[src/ecs_ram.sv]
// Generic single-write, single-read RAM with registered read data.
`timescale 1ns / 1ps
module ecs_ram #(
    parameter int WIDTH = 8,
    parameter int DEPTH = 256
) (
    input  logic                     aclk,
    input  logic                     we,
    input  logic [$clog2(DEPTH)-1:0] waddr,
    input  logic [WIDTH-1:0]         wdata,
    input  logic [$clog2(DEPTH)-1:0] raddr,
    output logic [WIDTH-1:0]         rdata
);
    logic [WIDTH-1:0] mem [DEPTH];

    // Write when enabled, read every cycle
    always_ff @(posedge aclk) begin
        if (we) begin
            mem[waddr] <= wdata;
        end
        rdata <= mem[raddr];
    end
endmodule

[config.mk]
export PLATFORM = sky130hd
export DESIGN_NAME = ecs_ram
export DESIGN_NICKNAME = d
export VERILOG_FILES = /design/src/ecs_ram.sv
export SDC_FILE = /design/constraint.sdc
export NUM_CORES = 2
export LEC_CHECK = 0
export BUFFER_PORTS_ARGS = -buffer_cell sky130_fd_sc_hd__clkbuf_2
export CAP_MARGIN = 10
export CORE_AREA = 4 4 386 388
export CTS_CLUSTER_DIAMETER = 200
export DETAILED_ROUTE_END_ITERATION = 6
export DIE_AREA = 0 0 390 392
export HOLD_SLACK_MARGIN = 0.03
export MAX_ROUTING_LAYER = met4
export PLACE_DENSITY = 0.8
export SETUP_SLACK_MARGIN = 0.1
export SYNTH_ARGS = -nofsm -noshare
export SYNTH_HDL_FRONTEND = slang
export SYNTH_SLANG_ARGS = --single-unit
[constraint.sdc]
create_clock -name aclk -period 3.2 [get_ports aclk]
set_input_delay 0.64 -clock aclk [delete_from_list [all_inputs] [get_ports aclk]]
set_output_delay 0.64 -clock aclk [all_outputs]
set_load 0.005 [all_outputs]
* Word level (Yosys, flattened, before mapping) *
Memories as Yosys holds them, arrays and structs flattened. A register that Yosys moved wholly into a read port is not among the register bits.
Index checks and enable logic that the tools add are counted.
Widths: inputs -> output; s select.

storage, ports and cells
  input bits = 26
  output and inout port bits = 8
  bits in writable memories = 2048
  word-level logic and storage cells = 3
  memories kept = 1
  bits in registers = 0

memories
  memory  words  bits a word  read ports  clocked after memory_dff  write ports  line  source
  mem     256    8            1           1                         1            14    logic [WIDTH-1:0] mem [DEPTH];

operators by class
  multiplexer cells = 2

operator list
  operator  number
  $mux 1    2

* Logic depth before layout (Yosys ltp) *
  depth in word-level cells = 2
  mapped depth = 11
  gate-level depth less buffers = 6

* Worst setup path before layout *
Ideal clock, no wire load.

  path kind = input port to flip-flop
  start point = input port raddr[0]
  end point = register rdata[2] (read register of mem)
  library setup time = 0.131 ns
  setup slack = 0.622 ns
  arrival time = 2.447 ns
  stages = 9
  required time = 3.069 ns
  path through = buf_6 buf_12 buf_8 buf_2 mux4_2 a22oi_1 a21oi_1 nor4_1 nor4_2

RTL lines
  item             line  source
  start, declared  11    input logic [$clog2(DEPTH)-1:0] raddr,
  end, declared    12    output logic [WIDTH-1:0] rdata

==> out/results.txt <==
Once routing completed, OpenROAD measured the worst setup slack at 307.5 ps. The layout cell share with drive strength beyond 1 was 0.3055; the post-synth design cell area was 79560 um2. The number of cells in the finished layout apart from fillers was 6404; the number of fill cells was 8947. The run gives 302300 um as the wire length of the first global-routing pass. The clock transition at the register clock pins on the worst setup and hold paths after CTS was 60 ps. Number of instances resized during post-cts repair: 0.

The commonest cells after synthesis are edfxtp_1, mux4_2, nor2_1, mux2i_1, a22oi_1. The clock net in this run drives a total of 2056 sinks. Pin placement for this block handled 34 I/O pins. The critical path goes through buf_2 > buf_4 > nand3b_1 > o22ai_1 > o21ai_0 > nand3_1 > nor4_1 > buf_4 > nor4_2.

For the final routed database, the setup TNS stands at 0 ps. The number of cells on the worst reg-to-reg path is 6. After clock tree synthesis, the flow added hold-fix buffers numbering 0. The count of nets left with antenna violations once routing finished came out at 0.

The predominant post-synthesis flop cell is edfxtp_1. After detailed routing, the number of remaining DRC violations is 0. TritonCTS built the clock tree.

The Yosys step of the flow raised 0 warnings. The logs give 0.6346 for the utilization of the core after routing and 0 for the post-CTS setup buffer count. For this run, the top clock speed supported by timing is 345.7 MHz. Via count normalized by instance count: 6.719. Entering global routing, the biggest net connects 101 pins. The largest single stage delay on the critical path is 690 ps.

The type of element launching the critical path is an input port. The logs give 0.2813 for the global router's overall resource usage and 3 for the number of buffers between clock root and the deepest sink. By instance count, the cell type seen most on the critical path is buf_4. Compared with the post-synthesis result, the final layout area differs by 15.98%.

The worst slew slack as a fraction of its limit came out at 0.2443. The run gives 0 as the number of max-slew violations in the final report. STA classifies the critical path endpoint as a register. Area share of the largest cell type after synthesis: 0.7730. VDD sags by at most 0.0005473 V. Yosys instantiated no cell more often than edfxtp_1.

The run finished with clean final reports. The HPWL after detailed placement is 125300 um. The first routing iteration left 7439 violations.

The global placement routability congestion is 0.8950, and the total detailed-routing wirelength is 209700 um. The number of core rows is 140. For the pin with the worst max-slew slack, the measured transition is 1105 ps. The number of register bits inferred by synthesis was 2056; the total area of sequential cells was 61660 um2.

The hold violation count in the final report is 0. Die footprint: 152900 um2. When the netlist entered floorplanning its net count stood at 3759.

The clock period minus final worst setup slack was 2893 ps; the total CTS buffers was 191. For the final database, setup skew stands at 27.22 ps. For the worst setup path, the data arrival time is 3550 ps. The number of port buffers was 33; the synthesized area per cell was 21.31 um2. For the number of global-route vias before repair, the log shows 43450. The share of the cycle needed by the critical path after routing came out at 0.9039. The instance count after placement with tap cells included was 6035; the hold path depth was 1. In this run the worst hold path is classified as input port to register.

Horizontal die dimension: 390 um. The number of distinct library cell variants in the gate-level netlist after synthesis was 55. In this run the static leakage power is 29.75 nW. Clock tree synthesis selected as its root buffer the cell clkbuf_16. CTS built an H-tree with a depth of 4. The synthesized design spends more area on one cell type than any other, namely edfxtp_1. The number of flops mapped to enable cells by yosys was 2048; the fraction of registers with async set/reset was 0. For the core box area, the log shows 145400 um2. Timing analysis after detailed placement gives a worst setup slack of -318.4 ps. The number of antenna violations at the first check in global routing is 7. After detailed routing, the average wire length per cell comes to 32.75 um. In this run the vertical extent of the chip is 392 um.

The sequential fraction of the synthesis area is 0.7750. Power spread over the standard cell area amounts to 600.5 nW/um2. After synthesis, the cell types taking the most area are edfxtp_1, mux4_2, mux2i_1. The later pin in the worst-skew pair is clocked with a latency of 830 ps. Of all nets on the critical path, the largest fanout is 22.

The starting density of the core is 0.5472, and the total congestion overflow is 0. The critical path is of the input port to register type. The total iterations of the first detailed-routing run was 6; the required time at the worst-slack endpoint was 3860 ps. The tools report the total number of nets in the final design as 4337. The multi-input combinational cells in the finished layout cover a total of 16480 um2.

Across all layers, the routed design uses 43030 vias. Setup repair after global routing left no endpoint under its margin. The tools report the max-capacitance violation count as 0. For the number of endpoints failing setup at the final stage, the log shows 0. The slowest stage of the critical path belongs to the cell nor4_1. Number of standard cells after synthesis: 3733.
==> metrics by stage <==
| step | instance area, um2 | hold WS, ps | total power, mW |
|---|---|---|---|
| 6_report | 92270 | 370.3 | 55.40 |
| 3_5_place_dp | 86060 | 923.7 | 33.23 |
| 2_1_floorplan | 79560 | 738.9 | 31.72 |
| 4_1_cts | 92240 | 326.8 | 55.43 |
| 3_3_place_gp | 86060 | 931.3 | 33.15 |
| 5_1_grt | 92260 | 375.1 | 56.84 |
==> state kept, by name, indices dropped and copies added, names as in the netlist <==
| register | flops |
|---|---|
| mem | 2048 |
| rdata | 8 |
==> path summary, 6_finish.rpt <==
kind	from	endpoint	slack (ps)
max	raddr[3]	rdata[0]$_DFF_P_	310
min	wdata[7]	mem[11][7]$_DFFE_PP_	370
max reg2reg	mem[80][0]$_DFFE_PP_	rdata[0]$_DFF_P_	400
min reg2reg	mem[40][3]$_DFFE_PP_	rdata[3]$_DFF_P_	1030
==> critical path, delay by kind of cell <==
kind	cells	cell delay (ps)
AOI/OAI and AO/OA	2	410
buffers and inverters	3	1020
and+or+nand+nor	4	1460
==> layout make-up <==
class	count	share of cell area
repair buffers	618	0.05975
well taps	1917	0.02599
clock buffers	233	0.05429
diodes	12	0.0003254
clock inverters	124	0.01271
inverters	2	0.00008136
multi-input cells	1442	0.1786
flip-flops and latches	2056	0.6682
==> cell usage in the layout (no fill, tap or decap), drive strengths merged, types with 2 or more instances in the layout <==
master    netlist  routed
bufinv          0      19
nor2b          31      31
o211ai         10      10
nor3           22      22
nor2          282     282
a2111oi         5       5
a22oi         133     133
and2            6       6
o22a            5       5
nand2b          8       8
a22o            8       8
o21ai          12      12
clkinvlp        0       9
mux2i         134     134
a221oi         14      14
a311oi          2       2
nor4           27      27
a21oi          96      96
nand2          33      33
nand3b          2       2
and3b           2       2
a31oi           2       2
nand3          34      34
mux4          456     456
dfxtp           8       8
nand4          10      10
inv             1      13
o221ai         47      47
edfxtp       2048    2048
buf           122     589
clkinv          1      85
o32ai           5       5
or2             4       4
a211oi         16      16
clkbuf        111     262
o22ai          28      28
diode           0      12
==> cells by family (layout without fill, tap and decap cells) <==
group / count (synthesis) / count (layout) / synth area share
simple gates: 466 / 466 / 0.02628
mux: 591 / 591 / 0.1462
other cells: 0 / 12 / 0
flops: 2056 / 2056 / 0.7750
buf+inv: 235 / 977 / 0.01831
compound gates: 385 / 385 / 0.03419
==> metal layers <==
metal	vias up	share of wire	wire [um]	GRT usage
met5	-	0	0	-
met4	0	0.049	10310	0.1177
met3	667	0.14	29230	0.06653
met2	3678	0.48	99850	0.4260
met1	21830	0.34	70310	0.3730
li1	16860	-	-	-
==> where the power goes <==
group          switching [mW]  internal (mW)  total [mW]
combinational            1.88           1.15        3.03
sequential             0.0663           29.7        29.7
clock                    9.92           12.7        22.6
total                    11.9           43.5        55.4
No activity file was read; power rests on OpenSTA's default activity.
